## src/rtl/qdpid_pkg.sv

```systemverilog
`timescale 1ns / 1ps
package qdpid_pkg;
	localparam int GAIN_W    = 20;
	localparam int TP_W      = 16;
	localparam int YAW_W     = 16;
	localparam int ERRA_W    = 12;
	localparam int ERRY_W    = 17;
	localparam int DIFA_W    = 13;
	localparam int DIV_W     = 18;
	localparam int ALT_ACC_W = 32;
	localparam int YAW_ACC_W = 48;
	localparam int MAC_W     = 72;
	localparam int DUTY_W    = 7;
	localparam int FRAC_W    = 16;
	localparam int MUL_W     = 25;
	localparam int PROD_W    = 2 * MUL_W;
	localparam int P_W       = 21;
	localparam int STEP_W    = 4;
	localparam int CNT_W     = 5;
	localparam int ADDR_W    = 5;

	localparam logic [2:0] REG_ALT_KP = 3'd0;
	localparam logic [2:0] REG_ALT_KI = 3'd1;
	localparam logic [2:0] REG_ALT_KD = 3'd2;
	localparam logic [2:0] REG_YAW_KP = 3'd3;
	localparam logic [2:0] REG_YAW_KI = 3'd4;
	localparam logic [2:0] REG_YAW_KD = 3'd5;
	localparam logic [2:0] REG_TICK   = 3'd6;

	localparam logic [GAIN_W-1:0] RST_ALT_KP = 20'd32768;
	localparam logic [GAIN_W-1:0] RST_ALT_KI = 20'd59;
	localparam logic [GAIN_W-1:0] RST_ALT_KD = 20'd52429;
	localparam logic [GAIN_W-1:0] RST_YAW_KP = 20'd39322;
	localparam logic [GAIN_W-1:0] RST_YAW_KI = 20'd590;
	localparam logic [GAIN_W-1:0] RST_YAW_KD = 20'd163840;
	localparam logic [TP_W-1:0]   RST_TICK   = 16'd20000;

	// multiply-accumulate sequence steps
	localparam logic [STEP_W-1:0] ST_ALT_BASE = 4'd0;
	localparam logic [STEP_W-1:0] ST_ALT_ILO  = 4'd1;
	localparam logic [STEP_W-1:0] ST_ALT_IHI  = 4'd2;
	localparam logic [STEP_W-1:0] ST_ALT_D    = 4'd3;
	localparam logic [STEP_W-1:0] ST_YAW_P    = 4'd4;
	localparam logic [STEP_W-1:0] ST_MAIN     = 4'd5;
	localparam logic [STEP_W-1:0] ST_YAW_INT  = 4'd6;
	localparam logic [STEP_W-1:0] ST_TAIL_BS  = 4'd7;
	localparam logic [STEP_W-1:0] ST_YAW_ILO  = 4'd8;
	localparam logic [STEP_W-1:0] ST_YAW_IHI  = 4'd9;
	localparam logic [STEP_W-1:0] ST_TAIL     = 4'd10;

	typedef struct packed {
		logic [GAIN_W-1:0] alt_kp;
		logic [GAIN_W-1:0] alt_ki;
		logic [GAIN_W-1:0] alt_kd;
		logic [GAIN_W-1:0] yaw_kp;
		logic [GAIN_W-1:0] yaw_ki;
		logic [GAIN_W-1:0] yaw_kd;
		logic [TP_W-1:0]   tick_period;
	} cfg_t;

	typedef struct packed {
		logic              capture;
		logic              enc;
		logic              err;
		logic              div_step;
		logic              der_a;
		logic              der_y;
		logic              mac;
		logic [STEP_W-1:0] step;
		logic              out_load;
	} cmd_t;

	typedef struct packed {
		logic div_done;
	} stat_t;
endpackage

```

## src/rtl/qdpid_regs.sv

```systemverilog
`timescale 1ns / 1ps
module qdpid_regs import qdpid_pkg::*; (
	input  logic              clk,
	input  logic              arst_n,
	input  logic              psel,
	input  logic              penable,
	input  logic              pwrite,
	input  logic [ADDR_W-1:0] paddr,
	input  logic [31:0]       pwdata,
	output logic [31:0]       prdata,
	output logic              pready,
	output cfg_t              cfg
);
	cfg_t       cfg_q;
	logic       wr;
	logic [2:0] idx;

	assign wr     = psel & penable & pwrite;
	assign idx    = paddr[ADDR_W-1:2];
	assign pready = 1'b1;
	assign cfg    = cfg_q;

	always_ff @(posedge clk or negedge arst_n) begin
		if (!arst_n) begin
			cfg_q.alt_kp      <= RST_ALT_KP;
			cfg_q.alt_ki      <= RST_ALT_KI;
			cfg_q.alt_kd      <= RST_ALT_KD;
			cfg_q.yaw_kp      <= RST_YAW_KP;
			cfg_q.yaw_ki      <= RST_YAW_KI;
			cfg_q.yaw_kd      <= RST_YAW_KD;
			cfg_q.tick_period <= RST_TICK;
		end else if (wr) begin
			case (idx)
				REG_ALT_KP: cfg_q.alt_kp      <= pwdata[GAIN_W-1:0];
				REG_ALT_KI: cfg_q.alt_ki      <= pwdata[GAIN_W-1:0];
				REG_ALT_KD: cfg_q.alt_kd      <= pwdata[GAIN_W-1:0];
				REG_YAW_KP: cfg_q.yaw_kp      <= pwdata[GAIN_W-1:0];
				REG_YAW_KI: cfg_q.yaw_ki      <= pwdata[GAIN_W-1:0];
				REG_YAW_KD: cfg_q.yaw_kd      <= pwdata[GAIN_W-1:0];
				REG_TICK:   cfg_q.tick_period <= pwdata[TP_W-1:0];
				default: ;
			endcase
		end
	end

	always_comb begin
		case (idx)
			REG_ALT_KP: prdata = {12'd0, cfg_q.alt_kp};
			REG_ALT_KI: prdata = {12'd0, cfg_q.alt_ki};
			REG_ALT_KD: prdata = {12'd0, cfg_q.alt_kd};
			REG_YAW_KP: prdata = {12'd0, cfg_q.yaw_kp};
			REG_YAW_KI: prdata = {12'd0, cfg_q.yaw_ki};
			REG_YAW_KD: prdata = {12'd0, cfg_q.yaw_kd};
			REG_TICK:   prdata = {16'd0, cfg_q.tick_period};
			default:    prdata = 32'd0;
		endcase
	end
endmodule

```

## src/rtl/qdpid_ctrl.sv

```systemverilog
`timescale 1ns / 1ps
module qdpid_ctrl import qdpid_pkg::*; (
	input  logic  clk,
	input  logic  arst_n,
	input  logic  in_valid,
	output logic  in_ready,
	input  logic  func,
	output logic  out_valid,
	input  logic  out_ready,
	input  stat_t stat,
	output cmd_t  cmd
);
	typedef enum logic [3:0] {
		IDLE, ENC, ERR, DIVA, DERA, DIVY, DERY, MAC, DONE
	} state_t;

	state_t            state_q;
	logic [STEP_W-1:0] step_q;
	logic              out_valid_q;
	logic              accept;
	logic              load;

	assign in_ready  = (state_q == IDLE);
	assign accept    = in_valid & in_ready;
	assign out_valid = out_valid_q;
	assign load      = (state_q == DONE) && (!out_valid_q || out_ready);

	always_ff @(posedge clk or negedge arst_n) begin
		if (!arst_n) begin
			state_q     <= IDLE;
			step_q      <= '0;
			out_valid_q <= 1'b0;
		end else begin
			if (load)
				out_valid_q <= 1'b1;
			else if (out_ready)
				out_valid_q <= 1'b0;
			case (state_q)
				IDLE: begin
					if (accept)
						state_q <= func ? ERR : ENC;
				end
				ENC:  state_q <= DONE;
				ERR:  state_q <= DIVA;
				DIVA: begin
					if (stat.div_done)
						state_q <= DERA;
				end
				DERA: state_q <= DIVY;
				DIVY: begin
					if (stat.div_done)
						state_q <= DERY;
				end
				DERY: begin
					state_q <= MAC;
					step_q  <= ST_ALT_BASE;
				end
				MAC: begin
					if (step_q == ST_TAIL)
						state_q <= DONE;
					else
						step_q <= step_q + 1'b1;
				end
				DONE: begin
					if (load)
						state_q <= IDLE;
				end
				default: state_q <= IDLE;
			endcase
		end
	end

	always_comb begin
		cmd.capture  = accept;
		cmd.enc      = (state_q == ENC);
		cmd.err      = (state_q == ERR);
		cmd.div_step = ((state_q == DIVA) || (state_q == DIVY)) && !stat.div_done;
		cmd.der_a    = (state_q == DERA);
		cmd.der_y    = (state_q == DERY);
		cmd.mac      = (state_q == MAC);
		cmd.step     = step_q;
		cmd.out_load = load;
	end
endmodule

```

## src/rtl/qdpid_dp.sv

```systemverilog
`timescale 1ns / 1ps
module qdpid_dp import qdpid_pkg::*; (
	input  logic                     clk,
	input  logic                     arst_n,
	input  cfg_t                     cfg,
	input  cmd_t                     cmd,
	output stat_t                    stat,
	input  logic                     pin_a,
	input  logic                     pin_b,
	input  logic signed [7:0]        height_percent,
	input  logic signed [10:0]       target_height,
	input  logic signed [15:0]       target_yaw,
	output logic [DUTY_W-1:0]        main_drive,
	output logic [DUTY_W-1:0]        tail_drive,
	output logic signed [YAW_W-1:0]  yaw_position
);
	// captured request
	logic              pin_a_q, pin_b_q;
	logic signed [7:0]  hgt_q;
	logic signed [10:0] tgth_q;
	logic signed [15:0] tgty_q;

	// controller state
	logic [1:0]                    phase_q;
	logic [YAW_W-1:0]              yaw_q;
	logic signed [ERRA_W-1:0]      lasta_q;
	logic signed [ERRY_W-1:0]      lasty_q;
	logic signed [ALT_ACC_W-1:0]   alt_acc_q;
	logic signed [YAW_ACC_W-1:0]   yacc_q;
	logic [DUTY_W-1:0]             main_q, tail_q;

	// working registers
	logic signed [ERRA_W-1:0] ea_q;
	logic signed [ERRY_W-1:0] ey_q;
	logic signed [DIV_W-1:0]  diffy_q;
	logic [DIV_W-1:0]         dq_q;
	logic [TP_W-1:0]          rem_q;
	logic [CNT_W-1:0]         cnt_q;
	logic                     neg_q;
	logic signed [DIFA_W-1:0] dera_q;
	logic signed [DIV_W-1:0]  dery_q;
	logic signed [PROD_W-1:0] prod_q;
	logic signed [MAC_W-1:0]  acc_q;
	logic signed [P_W-1:0]    p_q;

	logic [DUTY_W-1:0]       main_out_q, tail_out_q;
	logic [YAW_W-1:0]        yaw_out_q;

	logic [TP_W-1:0]          dt;
	logic signed [ERRA_W-1:0] ea;
	logic signed [ERRY_W-1:0] ey;
	logic signed [DIV_W-1:0]  diffa, diffy;
	logic signed [ALT_ACC_W:0] asum;
	logic signed [YAW_ACC_W:0] ysum;
	logic [1:0]               phase_now;
	logic [TP_W:0]            dv_t;
	logic                     dv_ge;
	logic signed [DIV_W-1:0]  qsigned;
	logic signed [MUL_W-1:0]  ma, mb;
	logic [16:0]              m45_prod;
	logic [DUTY_W-1:0]        m45;
	logic signed [MAC_W-1:0]  tail_base;
	logic signed [MAC_W-1:0]  trunc_acc;
	logic [DUTY_W-1:0]        duty_clamp;

	function automatic logic signed [MAC_W-1:0] trunc_frac(input logic signed [MAC_W-1:0] a);
		logic signed [MAC_W-1:0] q;
		q = a >>> FRAC_W;
		if (a[MAC_W-1] && (a[FRAC_W-1:0] != '0))
			q = q + 1'b1;
		return q;
	endfunction

	function automatic logic [DIV_W-1:0] mag(input logic signed [DIV_W-1:0] x);
		return x[DIV_W-1] ? DIV_W'(-x) : x;
	endfunction

	assign dt    = (cfg.tick_period == '0) ? TP_W'(1) : cfg.tick_period;
	assign ea    = ERRA_W'(tgth_q) - ERRA_W'(hgt_q);
	assign ey    = ERRY_W'(tgty_q) - ERRY_W'($signed(yaw_q));
	assign diffa = DIV_W'(ea) - DIV_W'(lasta_q);
	assign diffy = DIV_W'(ey) - DIV_W'(lasty_q);
	assign asum  = (ALT_ACC_W+1)'(alt_acc_q) + (ALT_ACC_W+1)'(ea);
	assign ysum  = (YAW_ACC_W+1)'(yacc_q) + (YAW_ACC_W+1)'($signed(prod_q[32:0]));
	assign phase_now = pin_a_q ? (pin_b_q ? 2'd2 : 2'd3) : (pin_b_q ? 2'd1 : 2'd0);

	// one restoring divide step
	assign dv_t    = {rem_q, dq_q[DIV_W-1]};
	assign dv_ge   = dv_t >= {1'b0, dt};
	assign qsigned = neg_q ? DIV_W'(-$signed(dq_q)) : $signed(dq_q);

	// main*40/50 as main*4*205 >> 10
	assign m45_prod  = 17'({main_q, 2'b00}) * 17'd205;
	assign m45       = m45_prod[16:10];
	assign tail_base = (MAC_W'($signed({1'b0, m45})) + MAC_W'(p_q)) <<< FRAC_W;
	assign trunc_acc  = trunc_frac(acc_q);

	always_comb begin
		if (trunc_acc < MAC_W'(2))
			duty_clamp = DUTY_W'(2);
		else if (trunc_acc > MAC_W'(98))
			duty_clamp = DUTY_W'(98);
		else
			duty_clamp = trunc_acc[DUTY_W-1:0];
	end

	always_comb begin
		case (cmd.step)
			ST_ALT_BASE: begin ma = MUL_W'({1'b0, cfg.alt_kp}); mb = MUL_W'(ea_q); end
			ST_ALT_ILO: begin
				ma = MUL_W'({1'b0, cfg.alt_ki});
				mb = MUL_W'({1'b0, alt_acc_q[15:0]});
			end
			ST_ALT_IHI: begin
				ma = MUL_W'({1'b0, cfg.alt_ki});
				mb = MUL_W'($signed(alt_acc_q[31:16]));
			end
			ST_ALT_D:   begin ma = MUL_W'({1'b0, cfg.alt_kd}); mb = MUL_W'(dera_q); end
			ST_YAW_P:   begin ma = MUL_W'({1'b0, cfg.yaw_kp}); mb = MUL_W'(ey_q); end
			ST_MAIN:    begin ma = MUL_W'(ey_q); mb = MUL_W'({1'b0, dt}); end
			ST_YAW_INT: begin ma = MUL_W'({1'b0, cfg.yaw_kd}); mb = MUL_W'(dery_q); end
			ST_TAIL_BS: begin
				ma = MUL_W'({1'b0, cfg.yaw_ki});
				mb = MUL_W'({1'b0, yacc_q[23:0]});
			end
			default: begin
				ma = MUL_W'({1'b0, cfg.yaw_ki});
				mb = MUL_W'($signed(yacc_q[47:24]));
			end
		endcase
	end

	assign stat.div_done = (cnt_q == '0);

	always_ff @(posedge clk or negedge arst_n) begin
		if (!arst_n) begin
			phase_q   <= '0;
			yaw_q     <= '0;
			lasta_q   <= '0;
			lasty_q   <= '0;
			alt_acc_q <= '0;
			yacc_q    <= '0;
			main_q    <= '0;
			tail_q    <= '0;
			cnt_q     <= '0;
		end else begin
			if (cmd.enc) begin
				phase_q <= phase_now;
				if (phase_now == phase_q + 2'd1)
					yaw_q <= yaw_q + 1'b1;
				else if (phase_now != phase_q)
					yaw_q <= yaw_q - 1'b1;
			end
			if (cmd.err) begin
				lasta_q <= ea;
				lasty_q <= ey;
				if (asum[ALT_ACC_W] != asum[ALT_ACC_W-1])
					alt_acc_q <= asum[ALT_ACC_W] ? {1'b1, {(ALT_ACC_W-1){1'b0}}}
						: {1'b0, {(ALT_ACC_W-1){1'b1}}};
				else
					alt_acc_q <= asum[ALT_ACC_W-1:0];
			end
			if (cmd.err || cmd.der_a)
				cnt_q <= CNT_W'(DIV_W);
			else if (cmd.div_step)
				cnt_q <= cnt_q - 1'b1;
			if (cmd.mac && cmd.step == ST_MAIN)
				main_q <= duty_clamp;
			if (cmd.mac && cmd.step == ST_TAIL)
				tail_q <= duty_clamp;
			if (cmd.mac && cmd.step == ST_YAW_INT) begin
				if (ysum[YAW_ACC_W] != ysum[YAW_ACC_W-1])
					yacc_q <= ysum[YAW_ACC_W] ? {1'b1, {(YAW_ACC_W-1){1'b0}}}
						: {1'b0, {(YAW_ACC_W-1){1'b1}}};
				else
					yacc_q <= ysum[YAW_ACC_W-1:0];
			end
		end
	end

	always_ff @(posedge clk) begin
		if (cmd.capture) begin
			pin_a_q <= pin_a;
			pin_b_q <= pin_b;
			hgt_q   <= height_percent;
			tgth_q  <= target_height;
			tgty_q  <= target_yaw;
		end
		if (cmd.err) begin
			ea_q    <= ea;
			ey_q    <= ey;
			diffy_q <= diffy;
			dq_q    <= mag(diffa);
			neg_q   <= diffa[DIV_W-1];
			rem_q   <= '0;
		end else if (cmd.der_a) begin
			dera_q  <= DIFA_W'(qsigned);
			dq_q    <= mag(diffy_q);
			neg_q   <= diffy_q[DIV_W-1];
			rem_q   <= '0;
		end else if (cmd.div_step) begin
			rem_q <= dv_ge ? TP_W'(dv_t - {1'b0, dt}) : dv_t[TP_W-1:0];
			dq_q  <= {dq_q[DIV_W-2:0], dv_ge};
		end
		if (cmd.der_y)
			dery_q <= qsigned;
		if (cmd.mac) begin
			prod_q <= ma * mb;
			case (cmd.step)
				ST_ALT_BASE: acc_q <= MAC_W'(10) <<< FRAC_W;
				ST_ALT_ILO, ST_ALT_IHI, ST_YAW_P, ST_YAW_ILO: acc_q <= acc_q + MAC_W'(prod_q);
				ST_ALT_D:    acc_q <= acc_q + (MAC_W'(prod_q) <<< FRAC_W);
				ST_MAIN:     acc_q <= MAC_W'(prod_q);
				ST_YAW_INT:  p_q <= P_W'(trunc_acc);
				ST_TAIL_BS:  acc_q <= tail_base + MAC_W'(prod_q);
				ST_YAW_IHI:  acc_q <= acc_q + (MAC_W'(prod_q) <<< 24);
				default: ;
			endcase
		end
		if (cmd.out_load) begin
			main_out_q <= main_q;
			tail_out_q <= tail_q;
			yaw_out_q  <= yaw_q;
		end
	end

	assign main_drive   = main_out_q;
	assign tail_drive   = tail_out_q;
	assign yaw_position = $signed(yaw_out_q);
endmodule

```

## src/rtl/quadrature_dual_pid_controller_top.sv

```systemverilog
`timescale 1ns / 1ps
// channel   | handshake              | payload
// ----------+------------------------+---------------------------------------------
// request   | in_valid / in_ready    | func, pin_a, pin_b, height_percent,
//           |                        | target_height, target_yaw
// result    | out_valid / out_ready  | main_drive, tail_drive, yaw_position
// config    | psel, penable, pwrite  | paddr, pwdata, prdata, pready
//
// an encoder request runs ENC then DONE before the next acceptance; a control tick runs ERR,
// two 18-step serial divides for the derivatives (DIVA, DIVY), then 11 steps
// through one shared 25x25 multiplier with a 72-bit accumulator
// a new request is taken while the previous result waits in the output register,
// and the next result then holds until that one is taken
// arst_n clears all loop state; gains and tick period return to their defaults
module quadrature_dual_pid_controller_top import qdpid_pkg::*; (
	input  logic                    clk,
	input  logic                    arst_n,
	input  logic                    in_valid,
	output logic                    in_ready,
	input  logic                    func,
	input  logic                    pin_a,
	input  logic                    pin_b,
	input  logic signed [7:0]       height_percent,
	input  logic signed [10:0]      target_height,
	input  logic signed [15:0]      target_yaw,
	output logic                    out_valid,
	input  logic                    out_ready,
	output logic [DUTY_W-1:0]       main_drive,
	output logic [DUTY_W-1:0]       tail_drive,
	output logic signed [YAW_W-1:0] yaw_position,
	input  logic                    psel,
	input  logic                    penable,
	input  logic                    pwrite,
	input  logic [ADDR_W-1:0]       paddr,
	input  logic [31:0]             pwdata,
	output logic [31:0]             prdata,
	output logic                    pready
);
	cfg_t  cfg;
	cmd_t  cmd;
	stat_t stat;

	qdpid_regs u_regs (
		.clk, .arst_n, .psel, .penable, .pwrite, .paddr, .pwdata, .prdata, .pready, .cfg
	);

	qdpid_ctrl u_ctrl (
		.clk, .arst_n, .in_valid, .in_ready, .func, .out_valid, .out_ready, .stat, .cmd
	);

	qdpid_dp u_dp (
		.clk, .arst_n, .cfg, .cmd, .stat, .pin_a, .pin_b, .height_percent,
		.target_height, .target_yaw, .main_drive, .tail_drive, .yaw_position
	);
endmodule

```

## config.mk

```make
export PLATFORM = sky130hd
export DESIGN_NAME = quadrature_dual_pid_controller_top
export DESIGN_NICKNAME = d
export VERILOG_FILES = /design/src/rtl/qdpid_pkg.sv /design/src/rtl/qdpid_regs.sv /design/src/rtl/qdpid_ctrl.sv /design/src/rtl/qdpid_dp.sv /design/src/rtl/quadrature_dual_pid_controller_top.sv
export SDC_FILE = /design/constraint.sdc
export NUM_CORES = 2
export LEC_CHECK = 0
export BUFFER_PORTS_ARGS = -buffer_cell sky130_fd_sc_hd__clkbuf_2
export CORE_ASPECT_RATIO = 0.75
export CORE_MARGIN = 3
export CORE_UTILIZATION = 30
export CTS_CLUSTER_DIAMETER = 100
export DETAILED_ROUTE_END_ITERATION = 7
export MAX_ROUTING_LAYER = met4
export SKIP_CTS_REPAIR_TIMING = 1
export SLEW_MARGIN = 20
export SYNTH_ARGS = -nofsm -noshare
export SYNTH_HDL_FRONTEND = slang
export SYNTH_SLANG_ARGS = --single-unit
export TNS_END_PERCENT = 50
```

## constraint.sdc

```tcl
create_clock -name clk -period 13.2 [get_ports clk]
set_input_delay 0.66 -clock clk [delete_from_list [all_inputs] [get_ports clk]]
set_output_delay 0.66 -clock clk [all_outputs]
set_load 0.01 [all_outputs]
```

==> results.json <==
{
  "grt_antenna_before_repair": 14,
  "path_class": "flip-flop to flip-flop",
  "critPathBufInv": 6,
  "critical_path.top_delay_family": "adder cells",
  "timing.fmax_mhz": 88.49,
  "synth_area_per_cell_um2": 8.930,
  "arrival_ns": 11.71,
  "track_usage_pct": 20.33,
  "start_kind": "flip-flop",
  "synth_area_um2": 69560,
  "dr_total_vias": 59970,
  "reg2reg_from": "u_ctrl.step_q[3]",
  "seq_area_frac_synth_pct": 24.25,
  "fillers": 23720,
  "start_util_pct": 30.28,
  "tns_ns": 0,
  "crit_required_ns": 13.61,
  "hold_class": "input pin to flip-flop",
  "r2r_setup_slack_ns": 1.90,
  "overflow": 0,
  "cp_num_cells": 29,
  "synthArstFlopShare_pct": 47.39,
  "gp_congestion": 0.9955,
  "cp_max_fo": 24,
  "drv_slew": 0,
  "ys_warn_count": 0,
  "dp_hpwl_um": 186800,
  "h-tree-depth": 3,
  "cts.sinks": 614,
  "cp_slowest_stage_delay_ns": 0.63,
  "synth_cells": 7789,
  "worst_pin_slew_ns": 1.159,
  "ys_types": 110,
  "dieArea_um2": 237700,
  "rsz0062_at_grt": "false",
  "grt_pass1_vias": 57630,
  "timing.rr.end": "u_dp.prod_q[49]",
  "area_growth_syn_to_layout_pct": 9.715,
  "vias_per_cell": 5.493,
  "final_util_pct": 33.22,
  "grt_max_degree": 132,
  "hold_viol": 0,
  "die_w_um": 562.0,
  "cp_common_cell": "fa_1",
  "core_um2": 229700,
  "finalSetupViolCount": 0,
  "grt_util_met1_pct": 30.44,
  "finClkSkew_ns": 0.05944,
  "grt_use_met3_pct": 5.404,
  "ctsRootBufferMaster": "clkbuf_16",
  "layout_min_cycle_time_ns": 11.30,
  "rows": 152,
  "end_kind": "flip-flop",
  "dp_cells": 10770,
  "r2r_cells": 29,
  "cp-startpoint": "u_ctrl.step_q[3]",
  "ios": 147,
  "grt_pass1_wl_um": 363200,
  "fin_cells": 10920,
  "clock_latency_ns": 0.72,
  "slowest_stage": "o41a_1",
  "firstDrtPassIters": 7,
  "die_h_um": 423.0,
  "drtIter0Drc": 6675,
  "drc": 0,
  "ys_seq_elements": 614,
  "relSlewSlack_pct": 22.53,
  "met2_usage_pct": 26.82,
  "port-buffer-count": 119,
  "ant_nets": 0,
  "routed_wl_um": 241400,
  "wl_per_cell_um": 22.11,
  "finalCritPeriodShare_pct": 85.61,
  "drive_gt1_share_pct": 8.125,
  "cts_tree": "yes",
  "endpoint": "u_dp.prod_q[49]",
  "seqCellArea_um2": 16860,
  "max_cap_violations": 0,
  "multi_input_area_um2": 47910,
  "synth_top_flop_cell": "edfxtp_1",
  "path_clk_slew_ns": 0.06,
  "cts_made_buffers": 73,
  "synth_edf_count": 307,
  "outcome": "finished clean",
  "clockBufferDepth": 3,
  "top_usage_layer": "met1",
  "fin_nets": 9014
}
## flip-flops by register name, summed over array words and instances (netlist names), 17 cells and up
name / flops
u_dp.ey_q: 17
u_dp.dq_q: 18
u_dp.alt_acc_q: 32
u_regs.cfg: 136
u_dp.yacc_q: 48
u_dp.acc_q: 72
u_dp.lasty_q: 17
u_dp.dery_q: 18
u_dp.p_q: 21
u_dp.prod_q: 50
u_dp.diffy_q: 18
## per-stage QoR
step	worst slack [ns]	hold slack, ns	area (um^2)
2_1_floorplan	3.609	0.3644	69600
6_report	1.899	0.1124	76310
4_1_cts	2.005	0.06228	76250
3_5_place_dp	2.028	0.4326	73740
5_1_grt	1.392	0.07553	76310
3_3_place_gp	2.090	0.4358	73720
## synthesized netlist by cell type, drive strengths merged (57+ instances only)
library cell / count / area share, %
nand2: 754 / 4.1
xor2: 153 / 1.9
dfrtp: 256 / 9.2
mux2: 146 / 2.4
nand3: 147 / 1.1
o21bai: 64 / 0.69
o21ai: 488 / 3.5
nand4: 92 / 0.83
a21o: 191 / 2.1
and3: 80 / 0.73
nor2: 598 / 3.2
a21oi: 458 / 3.3
clkbuf: 284 / 1.5
edfxtp: 307 / 13
o21a: 62 / 0.67
nor2b: 60 / 0.54
a211oi: 67 / 0.74
a31oi: 57 / 0.51
a22oi: 61 / 0.66
ha: 559 / 10
inv: 994 / 5.4
nand2b: 82 / 0.74
nor3: 103 / 0.75
xnor2: 291 / 3.7
fa: 606 / 17
## cells by family after synthesis
group                    count (synthesis)  share of synthesized area (%)
other                                    2                        0.01080
AND/OR/NAND/NOR                       2120                          14.02
buffers and inverters                 1327                          7.265
XOR/XNOR                               444                          5.602
adder cells (fa/ha/maj)               1176                          27.66
flip-flops                             614                          24.25
multiplexers                           192                          3.134
AO/OA/AOI/OAI                         1914                          18.07
## layer usage
layer	share of wire (%)	vias up
met4	2.3	0
met2	39	2985
li1	-	26970
met5	0	-
met3	12	323
met1	47	29690
## cell usage in the layout, fill, tap and decap left out, types with 22 or more instances in the layout
cell	instances
a211oi_1	66
a21o_1	191
a21oi_1	452
a221oi_1	42
a222oi_1	55
a22o_1	26
a22oi_1	61
a31oi_1	57
and2_1	47
and3_1	75
buf_4	99
clkbuf_16	75
clkbuf_2	118
dfrtp_1	256
dfstp_2	35
edfxtp_1	307
fa_1	606
ha_1	559
inv_1	994
mux2_2	146
mux2i_1	39
nand2_1	751
nand2b_1	81
nand3_1	145
nand4_1	92
nor2_1	594
nor2b_1	59
nor3_1	100
nor4_1	33
o211ai_1	38
o21a_1	60
o21ai_0	466
o21bai_1	64
o221ai_1	39
o22ai_1	22
o31ai_1	39
or2_2	22
or3_1	25
xnor2_1	289
xor2_1	153
## layout make-up
| class | instances | area share, % |
|---|---|---|
| Tap cell | 3080 | 5.050 |
| Timing Repair Buffer | 221 | 1.843 |
| Clock buffer | 93 | 2.587 |
| Sequential cell | 614 | 22.10 |
| Clock inverter | 43 | 0.7050 |
| Antenna cell | 9 | 0.02951 |
| Multi-Input combinational cell | 5859 | 62.78 |
| Inverter | 998 | 4.910 |
## how the worst min path moves through the flow
| stage | start | end | cells after the start |
|---|---|---|---|
| 2_1_floorplan | arst_n | u_ctrl.out_valid | 0 |
| 3_3_place_gp | u_dp.tail_q[6] | u_dp.tail_drive[6] | 0 |
| 3_5_place_dp | u_dp.tail_q[4] | u_dp.tail_drive[4] | 0 |
| 4_1_cts | target_height[4] | u_dp.tgth_q[4] | 1 |
| 5_1_grt | height_percent[2] | u_dp.hgt_q[2] | 1 |
| 6_report | height_percent[0] | u_dp.hgt_q[0] | 1 |
Power is not shown: default switching activity piles up to over one toggle a cycle in this logic, so the estimate is an artifact.
